## src/hw/rtl/bia_pkg.sv

```systemverilog
// Shared constants for the burst interval analyser.
`timescale 1ns / 1ps

package bia_pkg;

    // Default widths of the sample and of the tick counters.
    localparam int SAMPLE_BITS_DEF = 16;
    localparam int COUNT_BITS_DEF  = 24;

    // Window length after reset, in ticks.
    localparam int WINDOW_LIMIT_RESET = 50000;

    // Width and fraction bits of the reported interval.
    localparam int INTERVAL_BITS = 32;
    localparam int FRAC_BITS     = 8;

    // Configuration port geometry.
    localparam int APB_ADDR_BITS = 3;
    localparam int APB_DATA_BITS = 32;
    localparam logic REG_WINDOW_LIMIT = 1'b0;

    // Flag positions in the result word's side band.
    localparam int USER_IN_BURST    = 0;
    localparam int USER_WINDOW_DONE = 1;
    localparam int USER_BITS        = 2;

endpackage

```

## src/hw/rtl/burst_interval_analyzer_unit.sv

```systemverilog
// Top level of the burst interval analyser: window tracking, burst detection, serial divider.
`timescale 1ns / 1ps

// Usage:
// One signed voltage sample enters per word on the s_* stream; one result word leaves on
// the m_* stream for every sample. The result carries the minimum and maximum of the last
// completed window, the mean tick spacing between burst onsets (unsigned, 8 fraction bits)
// and, in tuser, the burst state after the sample and a flag marking a window close.
// The window length is set through the APB port (window_limit at byte address 0); write it
// only while no sample is in flight.
// Flow: a sample that does not start the divider goes from ST_IDLE through ST_OUT to the
// output register. A sample that closes a window with onsets recorded starts the restoring
// divider, which retires one quotient bit per cycle, COUNT_BITS + 8 bits in all; its result
// then passes through ST_OUT to the output register.
// The next sample is taken once the previous result has been moved to the output register,
// so the analyser takes no new sample while one is still being processed.
// The output register holds its word while m_tready is low; a second sample may still be
// taken and processed, and waits for the output register before its result is loaded.
// Reset clears the tick counter, the reference range and the interval, sets the onset count
// to -1 and the burst state, and restores window_limit to 50000.
module burst_interval_analyzer_unit
    import bia_pkg::*;
#(
    parameter int SAMPLE_BITS = SAMPLE_BITS_DEF,
    parameter int COUNT_BITS  = COUNT_BITS_DEF
)
(
    input  logic                                      clk,
    input  logic                                      rst_n,
    // Input stream
    input  logic                                      s_tvalid,
    output logic                                      s_tready,
    // Fields from bit 0: sample
    input  logic [((SAMPLE_BITS + 7) / 8) * 8 - 1:0]  s_tdata,
    // Output stream
    output logic                                      m_tvalid,
    input  logic                                      m_tready,
    // Fields from bit 0: window_min, window_max, burst_interval_q8
    output logic [((2 * SAMPLE_BITS + INTERVAL_BITS + 7) / 8) * 8 - 1:0] m_tdata,
    // Fields from bit 0: in_burst, window_done
    output logic [USER_BITS-1:0]                      m_tuser,
    // Configuration port
    input  logic                                      psel,
    input  logic                                      penable,
    input  logic                                      pwrite,
    input  logic [APB_ADDR_BITS-1:0]                  paddr,
    input  logic [APB_DATA_BITS-1:0]                  pwdata,
    output logic [APB_DATA_BITS-1:0]                  prdata,
    output logic                                      pready
);

    localparam int OUT_W  = ((2 * SAMPLE_BITS + INTERVAL_BITS + 7) / 8) * 8;
    localparam int QW     = COUNT_BITS + FRAC_BITS;
    localparam int STEP_W = $clog2(QW + 1);

    localparam logic [1:0] ST_IDLE = 2'd0;
    localparam logic [1:0] ST_DIV  = 2'd1;
    localparam logic [1:0] ST_OUT  = 2'd2;

    localparam logic signed [SAMPLE_BITS-1:0] SMP_MAX = {1'b0, {(SAMPLE_BITS-1){1'b1}}};
    localparam logic signed [SAMPLE_BITS-1:0] SMP_MIN = {1'b1, {(SAMPLE_BITS-1){1'b0}}};

    // Registers
    logic [1:0]                    state_reg, state_next;
    logic [COUNT_BITS-1:0]         limit_reg;
    logic [COUNT_BITS-1:0]         cnt_reg, cnt_next;
    logic signed [SAMPLE_BITS-1:0] run_min_reg, run_min_next;
    logic signed [SAMPLE_BITS-1:0] run_max_reg, run_max_next;
    logic signed [SAMPLE_BITS-1:0] ref_min_reg, ref_min_next;
    logic signed [SAMPLE_BITS-1:0] ref_max_reg, ref_max_next;
    logic signed [COUNT_BITS:0]    onset_reg, onset_next;
    logic                          burst_reg, burst_next;
    logic [COUNT_BITS-1:0]         sum_reg, sum_next;
    logic [COUNT_BITS-1:0]         last_reg, last_next;
    logic [INTERVAL_BITS-1:0]      ivl_reg, ivl_next;
    logic                          done_reg, done_next;

    // Divider registers: dividend shifting into the quotient, partial remainder, divisor
    logic [QW-1:0]                 dq_reg, dq_next;
    logic [COUNT_BITS:0]           rem_reg, rem_next;
    logic [COUNT_BITS:0]           dvs_reg, dvs_next;
    logic [STEP_W-1:0]             step_reg, step_next;

    // Output register
    logic                          m_tvalid_reg, m_tvalid_next;
    logic [OUT_W-1:0]              m_tdata_reg, m_tdata_next;
    logic [USER_BITS-1:0]          m_tuser_reg, m_tuser_next;

    // Combinational helpers
    logic                          in_fire;
    logic                          cfg_wr;
    logic signed [SAMPLE_BITS-1:0] smp;
    logic                          close;
    logic                          onset_pos;
    logic signed [SAMPLE_BITS-1:0] run_min_base, run_max_base;
    logic signed [COUNT_BITS:0]    onset_base;
    logic [COUNT_BITS-1:0]         sum_base, last_base, cnt_base;
    logic signed [SAMPLE_BITS:0]   diff, range;
    logic signed [SAMPLE_BITS+4:0] diff_w, range_w, d10, r9;
    logic                          rise, fall;
    logic [COUNT_BITS+1:0]         trial;
    logic [INTERVAL_BITS-1:0]      quo_sat;

    assign in_fire  = s_tvalid && s_tready;
    assign s_tready = (state_reg == ST_IDLE);
    assign smp      = s_tdata[SAMPLE_BITS-1:0];

    // Configuration port: a single register, its low COUNT_BITS bits read back as written
    assign pready = 1'b1;
    assign cfg_wr = psel && penable && pwrite && pready && (paddr[2] == REG_WINDOW_LIMIT);
    assign prdata = (paddr[2] == REG_WINDOW_LIMIT) ? APB_DATA_BITS'(limit_reg) : '0;

    // Window close test and the state as it stands after a close
    assign close        = (cnt_reg > limit_reg) || (&cnt_reg);
    assign onset_pos    = !onset_reg[COUNT_BITS] && (onset_reg != '0);
    assign ref_min_next = close ? run_min_reg : ref_min_reg;
    assign ref_max_next = close ? run_max_reg : ref_max_reg;
    assign run_min_base = close ? SMP_MAX : run_min_reg;
    assign run_max_base = close ? SMP_MIN : run_max_reg;
    assign onset_base   = close ? '0 : onset_reg;
    assign sum_base     = close ? '0 : sum_reg;
    assign last_base    = close ? '0 : last_reg;
    assign cnt_base     = close ? '0 : cnt_reg;

    // Hysteresis compares, exact: 10*(s-min) > 9*range and 10*(s-min) < range
    assign diff    = (SAMPLE_BITS+1)'(smp) - (SAMPLE_BITS+1)'(ref_min_next);
    assign range   = (SAMPLE_BITS+1)'(ref_max_next) - (SAMPLE_BITS+1)'(ref_min_next);
    assign diff_w  = (SAMPLE_BITS+5)'(diff);
    assign range_w = (SAMPLE_BITS+5)'(range);
    assign d10     = (diff_w <<< 3) + (diff_w <<< 1);
    assign r9      = (range_w <<< 3) + range_w;
    assign rise    = !burst_reg && (d10 > r9);
    assign fall    = burst_reg && (d10 < range_w);

    // One restoring divider step
    assign trial = {rem_reg, dq_reg[QW-1]} - {1'b0, dvs_reg};

    // Quotient clipped to the interval width
    generate
        if (QW > INTERVAL_BITS) begin : g_sat
            assign quo_sat = (|dq_reg[QW-1:INTERVAL_BITS]) ? '1 : dq_reg[INTERVAL_BITS-1:0];
        end
        else begin : g_nosat
            assign quo_sat = INTERVAL_BITS'(dq_reg);
        end
    endgenerate

    // Sequencer and datapath next values
    always_comb
    begin
        state_next    = state_reg;
        cnt_next      = cnt_reg;
        run_min_next  = run_min_reg;
        run_max_next  = run_max_reg;
        onset_next    = onset_reg;
        burst_next    = burst_reg;
        sum_next      = sum_reg;
        last_next     = last_reg;
        ivl_next      = ivl_reg;
        done_next     = done_reg;
        dq_next       = dq_reg;
        rem_next      = rem_reg;
        dvs_next      = dvs_reg;
        step_next     = step_reg;
        m_tvalid_next = m_tvalid_reg && !m_tready;
        m_tdata_next  = m_tdata_reg;
        m_tuser_next  = m_tuser_reg;

        unique case (state_reg)
            ST_IDLE:
            begin
                if (in_fire)
                begin
                    done_next    = close;
                    run_min_next = (smp < run_min_base) ? smp : run_min_base;
                    run_max_next = (smp > run_max_base) ? smp : run_max_base;
                    onset_next   = onset_base;
                    sum_next     = sum_base;
                    last_next    = last_base;
                    if (rise)
                    begin
                        burst_next = 1'b1;
                        onset_next = onset_base + 1'b1;
                        sum_next   = sum_base + (cnt_base - last_base);
                        last_next  = cnt_base;
                    end
                    else if (fall)
                    begin
                        burst_next = 1'b0;
                    end
                    cnt_next = (&cnt_base) ? cnt_base : cnt_base + 1'b1;
                    // A close with onsets on record starts the divide
                    if (close && onset_pos)
                    begin
                        dq_next    = {sum_reg, FRAC_BITS'(0)};
                        rem_next   = '0;
                        dvs_next   = onset_reg;
                        step_next  = STEP_W'(QW);
                        state_next = ST_DIV;
                    end
                    else
                    begin
                        if (close)
                        begin
                            ivl_next = '0;
                        end
                        state_next = ST_OUT;
                    end
                end
            end
            ST_DIV:
            begin
                if (step_reg == '0)
                begin
                    ivl_next   = quo_sat;
                    state_next = ST_OUT;
                end
                else
                begin
                    if (!trial[COUNT_BITS+1])
                    begin
                        rem_next = trial[COUNT_BITS:0];
                    end
                    else
                    begin
                        rem_next = {rem_reg[COUNT_BITS-1:0], dq_reg[QW-1]};
                    end
                    dq_next   = {dq_reg[QW-2:0], !trial[COUNT_BITS+1]};
                    step_next = step_reg - 1'b1;
                end
            end
            ST_OUT:
            begin
                if (!m_tvalid_reg || m_tready)
                begin
                    m_tvalid_next = 1'b1;
                    m_tdata_next  = OUT_W'({ivl_reg, ref_max_reg, ref_min_reg});
                    m_tuser_next[USER_IN_BURST]    = burst_reg;
                    m_tuser_next[USER_WINDOW_DONE] = done_reg;
                    state_next    = ST_IDLE;
                end
            end
            default:
            begin
                state_next = ST_IDLE;
            end
        endcase
    end

    // Control and state registers
    always_ff @(posedge clk or negedge rst_n)
    begin
        if (!rst_n)
        begin
            state_reg    <= ST_IDLE;
            limit_reg    <= COUNT_BITS'(WINDOW_LIMIT_RESET);
            cnt_reg      <= '0;
            run_min_reg  <= SMP_MAX;
            run_max_reg  <= SMP_MIN;
            ref_min_reg  <= '0;
            ref_max_reg  <= '0;
            onset_reg    <= '1;
            burst_reg    <= 1'b1;
            sum_reg      <= '0;
            last_reg     <= '0;
            ivl_reg      <= '0;
            done_reg     <= 1'b0;
            step_reg     <= '0;
            m_tvalid_reg <= 1'b0;
        end
        else
        begin
            state_reg    <= state_next;
            if (cfg_wr)
            begin
                limit_reg <= pwdata[COUNT_BITS-1:0];
            end
            cnt_reg      <= cnt_next;
            run_min_reg  <= run_min_next;
            run_max_reg  <= run_max_next;
            if (in_fire)
            begin
                ref_min_reg <= ref_min_next;
                ref_max_reg <= ref_max_next;
            end
            onset_reg    <= onset_next;
            burst_reg    <= burst_next;
            sum_reg      <= sum_next;
            last_reg     <= last_next;
            ivl_reg      <= ivl_next;
            done_reg     <= done_next;
            step_reg     <= step_next;
            m_tvalid_reg <= m_tvalid_next;
        end
    end

    // Payload registers of the divider and the output stage
    always_ff @(posedge clk)
    begin
        dq_reg      <= dq_next;
        rem_reg     <= rem_next;
        dvs_reg     <= dvs_next;
        m_tdata_reg <= m_tdata_next;
        m_tuser_reg <= m_tuser_next;
    end

    assign m_tvalid = m_tvalid_reg;
    assign m_tdata  = m_tdata_reg;
    assign m_tuser  = m_tuser_reg;

endmodule

```

## config.mk

```make
export PLATFORM = sky130hd
export DESIGN_NAME = burst_interval_analyzer_unit
export DESIGN_NICKNAME = d
export VERILOG_FILES = /design/src/hw/rtl/bia_pkg.sv /design/src/hw/rtl/burst_interval_analyzer_unit.sv
export SDC_FILE = /design/constraint.sdc
export NUM_CORES = 1
export LEC_CHECK = 0
export ABC_AREA = 1
export BUFFER_PORTS_ARGS = -buffer_cell sky130_fd_sc_hd__clkbuf_2
export CAP_MARGIN = 20
export CORE_AREA = 2 2 226 339
export CTS_BUF_LIST = sky130_fd_sc_hd__clkbuf_4 sky130_fd_sc_hd__clkbuf_8
export CTS_CLUSTER_SIZE = 8
export DETAILED_ROUTE_END_ITERATION = 8
export DIE_AREA = 0 0 228 341
export HOLD_SLACK_MARGIN = 0.05
export PLACE_DENSITY = 0.55
export SLEW_MARGIN = 30
export SYNTH_ARGS = -nofsm -noshare
export SYNTH_HDL_FRONTEND = slang
export SYNTH_SLANG_ARGS = --single-unit
```

## constraint.sdc

```tcl
create_clock -name clk -period 8.2 [get_ports clk]
set_input_delay 1.64 -clock clk [delete_from_list [all_inputs] [get_ports clk]]
set_output_delay 1.64 -clock clk [all_outputs]
set_load 0.05 [all_outputs]
```

# [After elaboration in Yosys (flattened, before gate mapping)]
# Index checks and enable logic that the tools add are counted.
[op_classes] add_sub_neg=10 magnitude_cmp=5 eq_ne=9 n_mux=42 bitwise=1 reduce_logical=30
[ops] operator="$mux W32" count=7
[ops] operator="$mux W24" count=7
[ops] operator="$mux W25" count=6
[ops] operator="$pmux W32 S2" count=2
[ops] operator="$mux W16" count=6
[ops] operator="$pmux W25 S2" count=1
[ops] operator="$reduce_and A24 Y1" count=2
[ops] operator="$sub A16 B16 Y17" count=2
[ops] operator="$sub A26 B25 Y26" count=1
[ops] operator="$add A25 B1 Y25 const B" count=1
[ops] operator="$reduce_bool A25 Y1" count=1
[ops] operator="$add A24 B1 Y24 const B" count=1
[ops] operator="$add A24 B24 Y24" count=1
[ops] operator="$gt A24 B24 Y1" count=1
[ops] operator="$sub A24 B24 Y24" count=1
[ops] operator="$add A20 B17 Y21" count=1
[ops] operator="$add A20 B18 Y21" count=1
[ops] operator="$gt A21 B21 Y1" count=1
[ops] operator="$lt A21 B17 Y1" count=1
[ops] operator="$mux W6" count=3
[ops] operator="$gt A16 B16 Y1" count=1
[ops] operator="$lt A16 B16 Y1" count=1
[ops] operator="$pmux W6 S2" count=1
[ops] operator="$logic_and A1 B1 Y1" count=9
[ops] operator="18 further kinds" count=38
[word_totals] ff_bits=376 wordCells=117

# [Depth between registers and ports, before layout]
[logic_depth] word_depth=9 depth_mapped=56

# [Worst setup path before layout]
# OpenSTA, ideal clock, no wires.
[synth_path] path_kind="flip-flop to flip-flop" start="register limit_reg[15]" end="register sum_reg[19]" arrival_ps=7038 setup_slack_ps=1044 path_stages_with_launch=54 n_path_buf=7 synth_period_minus_slack_ps=7156 cell_sequence="dfstp_2 -> inv_1 -> ha_1 -> nand2_1 -> inv_1 -> nand3_1 -> nor3_1 -> nand3_1 -> nand4_1 -> nand2_1 -> nand2_2 -> clkinv_1 -> buf_4 -> buf_2 -> buf_2 -> buf_2 -> clkbuf_1 -> o21ai_0 -> (+18 left out) -> nand2_1 -> a211oi_1 -> xor2_1 -> ha_1 -> nand2_1 -> nor4_1 -> nand4_1 -> nand3b_1 -> nand2_1 -> inv_2 -> nand2_2 -> nand2_4 -> nand2_4 -> buf_6 -> buf_6 -> nand2_1 -> nand3_1 -> nand2_1"
[synth_via] elab_chain_cells=8 elab_cells_between_ends=16 cone_classes="6 x add/sub; 2 x order compare; 6 x mux; 2 x reduce/logical"
[synth_rtl] element="start: declaration" line_no="burst_interval_analyzer_unit.sv:65" text="logic [COUNT_BITS-1:0] limit_reg;"
[synth_rtl] element="start signal: assignment" line_no="burst_interval_analyzer_unit.sv:256" text="limit_reg <= COUNT_BITS'(WINDOW_LIMIT_RESET);"
[synth_rtl] element="start signal: assignment" line_no="burst_interval_analyzer_unit.sv:276" text="limit_reg <= pwdata[COUNT_BITS-1:0];"
[synth_rtl] element="$gt A24 B24 Y1 (*)" line_no="burst_interval_analyzer_unit.sv:114" text="assign close = (cnt_reg > limit_reg) || (&cnt_reg);"
[synth_rtl] element="$logic_or A1 B1 Y1 (*)" line_no="burst_interval_analyzer_unit.sv:114"
[synth_rtl] element="$mux W16 (*)" line_no="burst_interval_analyzer_unit.sv:116" text="assign ref_min_next = close ? run_min_reg : ref_min_reg;"
[synth_rtl] element="via ref_min_next[0]" line_no="burst_interval_analyzer_unit.sv:69" text="logic signed [SAMPLE_BITS-1:0] ref_min_reg, ref_min_next;"
[synth_rtl] element="$sub A16 B16 Y17, on equally long branches" line_no="burst_interval_analyzer_unit.sv:126, burst_interval_analyzer_unit.sv:127"
[synth_rtl] element="$add A20 B18 Y21 / $add A20 B17 Y21 (equally long branches)" line_no="burst_interval_analyzer_unit.sv:130, burst_interval_analyzer_unit.sv:131"
[synth_rtl] element="$gt A21 B21 Y1 (*)" line_no="burst_interval_analyzer_unit.sv:132" text="assign rise = !burst_reg && (d10 > r9);"
[synth_rtl] element="$logic_and A1 B1 Y1 (*)" line_no="burst_interval_analyzer_unit.sv:132"
[synth_rtl] element="$mux W24 (*)" line_no="burst_interval_analyzer_unit.sv:180" text="if (rise)"
[synth_rtl] element="end signal: assignment" line_no="burst_interval_analyzer_unit.sv:288" text="sum_reg <= sum_next;"
[synth_rtl] element="end: declaration" line_no="burst_interval_analyzer_unit.sv:73" text="logic [COUNT_BITS-1:0] sum_reg, sum_next;"
# Mark *: on every way through the listed nets, which the timed path passes. The rest lies on a longest branch.
# A chain may end at the register's enable or synchronous reset.

# [Worst setup path after layout]
[layout_path] start="register limit_reg[15]" end="register sum_reg[15]"
# Same word-level chain as after synthesis.

==> results.md <==
- CP required: 8.77 ns
- Area grow syn2layout: 13.0%
- Initial Util: 0.346
- Row cnt: 123
- Clk Latency, worst-skew pair: 0.69 ns
- DP Wirelength: 55500 um
- RSZ-0062 raised after global routing: false
- CTS Root Buffer Type: clkbuf_8
- Die ar.: 77700 sq um
- Crit-path max FO: 34
- TritonCTS clock tree: yes
- Most used cell, CP: nand2_1
- Num CTS Buffers: 68
- Worst reg2reg startpoint: limit_reg[15]
- Fmax: 133 MHz
- Setup crit end kind: flop
- DR iter-0 viols: 1016
- Ys async rst share: 0.606
- Fin crit period: 7.50 ns
- Setup crit start: limit_reg[15]
- TNS Setup: 0 ns
- Data arrival, critical path: 8.07 ns
- Slowest stage delay, CP: 0.51 ns
- Largest net degree at the start of global routing: 127
- Slew @ Worst Pin: 0.914 ns
- Total grt overflow: 0
- Worst-path clk slew: 0.06 ns
- Critical-path top delay cell: dfstp_2
- Number of hold buffers added after CTS: 0
- Via density: 4.82
- Most frequent cells in the layout: 961 x nand2_1, 420 x inv_1, 273 x nor2_1
- Final Hold Fails: 0
- Max reg flops: 64
- Post-synthesis sequential area ratio: 0.395
- Status: finished clean
- Startpoint class of the critical path: flop
- R2R setup slack: 0.70 ns
- Max H-tree Level: 3
- Syn Area/Cell: 7.70 sq um
- Final Skew: 0.0468 ns
- Avg WL per Cell: 16.3 um
- Post-synth cell types: 57
- Residual DRC: 0
- Final Max Tran Viols: 0
- Main flop type after synthesis: dfrtp_1
- Vias in the first global route: 21700
- DRT Pass-1 Iters: 4
- Max Cap Violations: 0
- Nets: 3779
- Core Area: 74800 sq um
- GPL Wtd Cong: 0.875
- EDFF count, synth: 148
- Vias: 21900
- Final Cycle Share: 0.915
- DRT antenna net count: 0
- Die X-Extent: 228 um
- Most common cell after layout, fill and taps aside: nand2_1
- Hold_sp: ivl_reg[2]
- Cells after DPL: 4423
- Hold Crit Class: flop to flop
- Setup CP Type: flop to flop
- Global-route wire length before repair: 118000 um
- Cells after Synth: 3360
- Post-CTS sizing: 0
- Final WL: 74000 um
- Port-buffer cells: 139
- Final Non-Filler Cells: 4550
- Tot GR Track Use: 0.191
- Fillers: 7862
- Normalized max-slew margin: 0.390
- Share of cells above drive strength 1: 0.114
- Sink Count: 376
- Clk buf depth: 3
- # IOs: 159
- Synth Cell Area: 25900 sq um
- Antenna violations before repair: 1
- Synth warn: 0
- Setup Buffers After CTS: 0
- Yosys reg bits: 376
- Final setup viols: 0
- Die H: 341 um
-- path summary, 6_finish.rpt --
path / to / cells past startpoint
setup / recovery: sum_reg[15] / 50
hold / removal: m_tdata[34] / 0
setup reg to reg: sum_reg[15] / 50
hold reg to reg: m_tdata[34] / 0
max in group asynchronous: run_max_reg[7] / 2
min in group asynchronous: sum_reg[1] / 1
-- cells in the mapped netlist (4+ instances only) --
| cell type | number | area share |
|---|---|---|
| nand2_1 | 963 | 0.14 |
| inv_1 | 421 | 0.061 |
| nor2_1 | 277 | 0.040 |
| nand3_1 | 240 | 0.046 |
| a21oi_1 | 206 | 0.040 |
| ha_1 | 198 | 0.096 |
| dfrtp_1 | 180 | 0.17 |
| o21ai_0 | 154 | 0.030 |
| edfxtp_1 | 148 | 0.17 |
| xor2_1 | 74 | 0.025 |
| clkbuf_1 | 67 | 0.0097 |
| nand4_1 | 53 | 0.013 |
| dfstp_2 | 48 | 0.049 |
| xnor2_1 | 44 | 0.015 |
| nor3_1 | 30 | 0.0058 |
| fa_1 | 28 | 0.022 |
| nand3b_1 | 27 | 0.0078 |
| buf_2 | 26 | 0.0050 |
| a211oi_1 | 18 | 0.0052 |
| mux2i_1 | 14 | 0.0054 |
| inv_2 | 13 | 0.0019 |
| nor4_1 | 13 | 0.0031 |
| buf_1 | 10 | 0.0015 |
| buf_4 | 10 | 0.0029 |
| nand2_2 | 10 | 0.0024 |
| o21bai_1 | 8 | 0.0023 |
| a21o_1 | 7 | 0.0020 |
| mux2_2 | 7 | 0.0030 |
| o21a_1 | 6 | 0.0017 |
| a31oi_1 | 5 | 0.0012 |
| o211ai_1 | 5 | 0.0015 |
| nor2_2 | 4 | 0.00097 |
-- through the flow --
stage | hold slack (ns) | setup slack (ns) | instance area [sq um] | utilization
2_1_floorplan | 0.421 | 1.04 | 25900 | -
6_report | 0.440 | 0.699 | 29200 | 0.391
3_5_place_dp | 0.432 | 0.377 | 27700 | 0.370
5_1_grt | 0.452 | 0.0377 | 29200 | 0.391
4_1_cts | 0.441 | 0.328 | 29100 | 0.390
3_3_place_gp | 0.427 | 0.247 | 27600 | 0.370
-- kinds of logic (layout without fill, tap and decap cells) --
group	count (synthesis)	after routing	synth area share
xor+xnor	119	119	0.0406
compound gates	428	428	0.0899
buf+inv	552	734	0.0837
fa+ha+maj	226	226	0.117
flops	376	376	0.395
other cells	2	10	0.000290
simple gates	1636	1636	0.265
mux	21	21	0.00846
-- critical path, delay by kind of cell, from the launching register on --
kind                       cells  cell delay, ns
xor gates and xnor gates       2            0.33
DFF                            1            0.51
and+or+nand+nor               27            2.69
AOI/OAI and AO/OA              7            1.16
adders and majority gates      5            1.52
buffers and inverters          9            1.16
-- final cells by class --
cell class                      instances  area (sq um)  share of cell area
Sequential cell                       376         10200               0.349
Inverter                              436          1640              0.0561
Antenna cell                            1          2.50           0.0000856
Timing Repair Buffer                  174          1100              0.0376
Clock buffer                          103          1240              0.0425
Tap cell                             1000          1250              0.0428
Multi-Input combinational cell       2439         13600               0.465
Clock inverter                         21           216             0.00740
-- metal layers --
| metal | share of wire | track usage | vias to the layer above |
|---|---|---|---|
| met5 | 0 | 0 | - |
| met4 | 0.057 | 0.111 | 0 |
| met3 | 0.031 | 0.0228 | 169 |
| met2 | 0.52 | 0.354 | 421 |
| met1 | 0.39 | 0.208 | 10100 |
| li1 | - | - | 11200 |
Power is left out: the tool's default activity adds up to more than one toggle a clock period on the data nets, which glitch-free logic cannot reach.
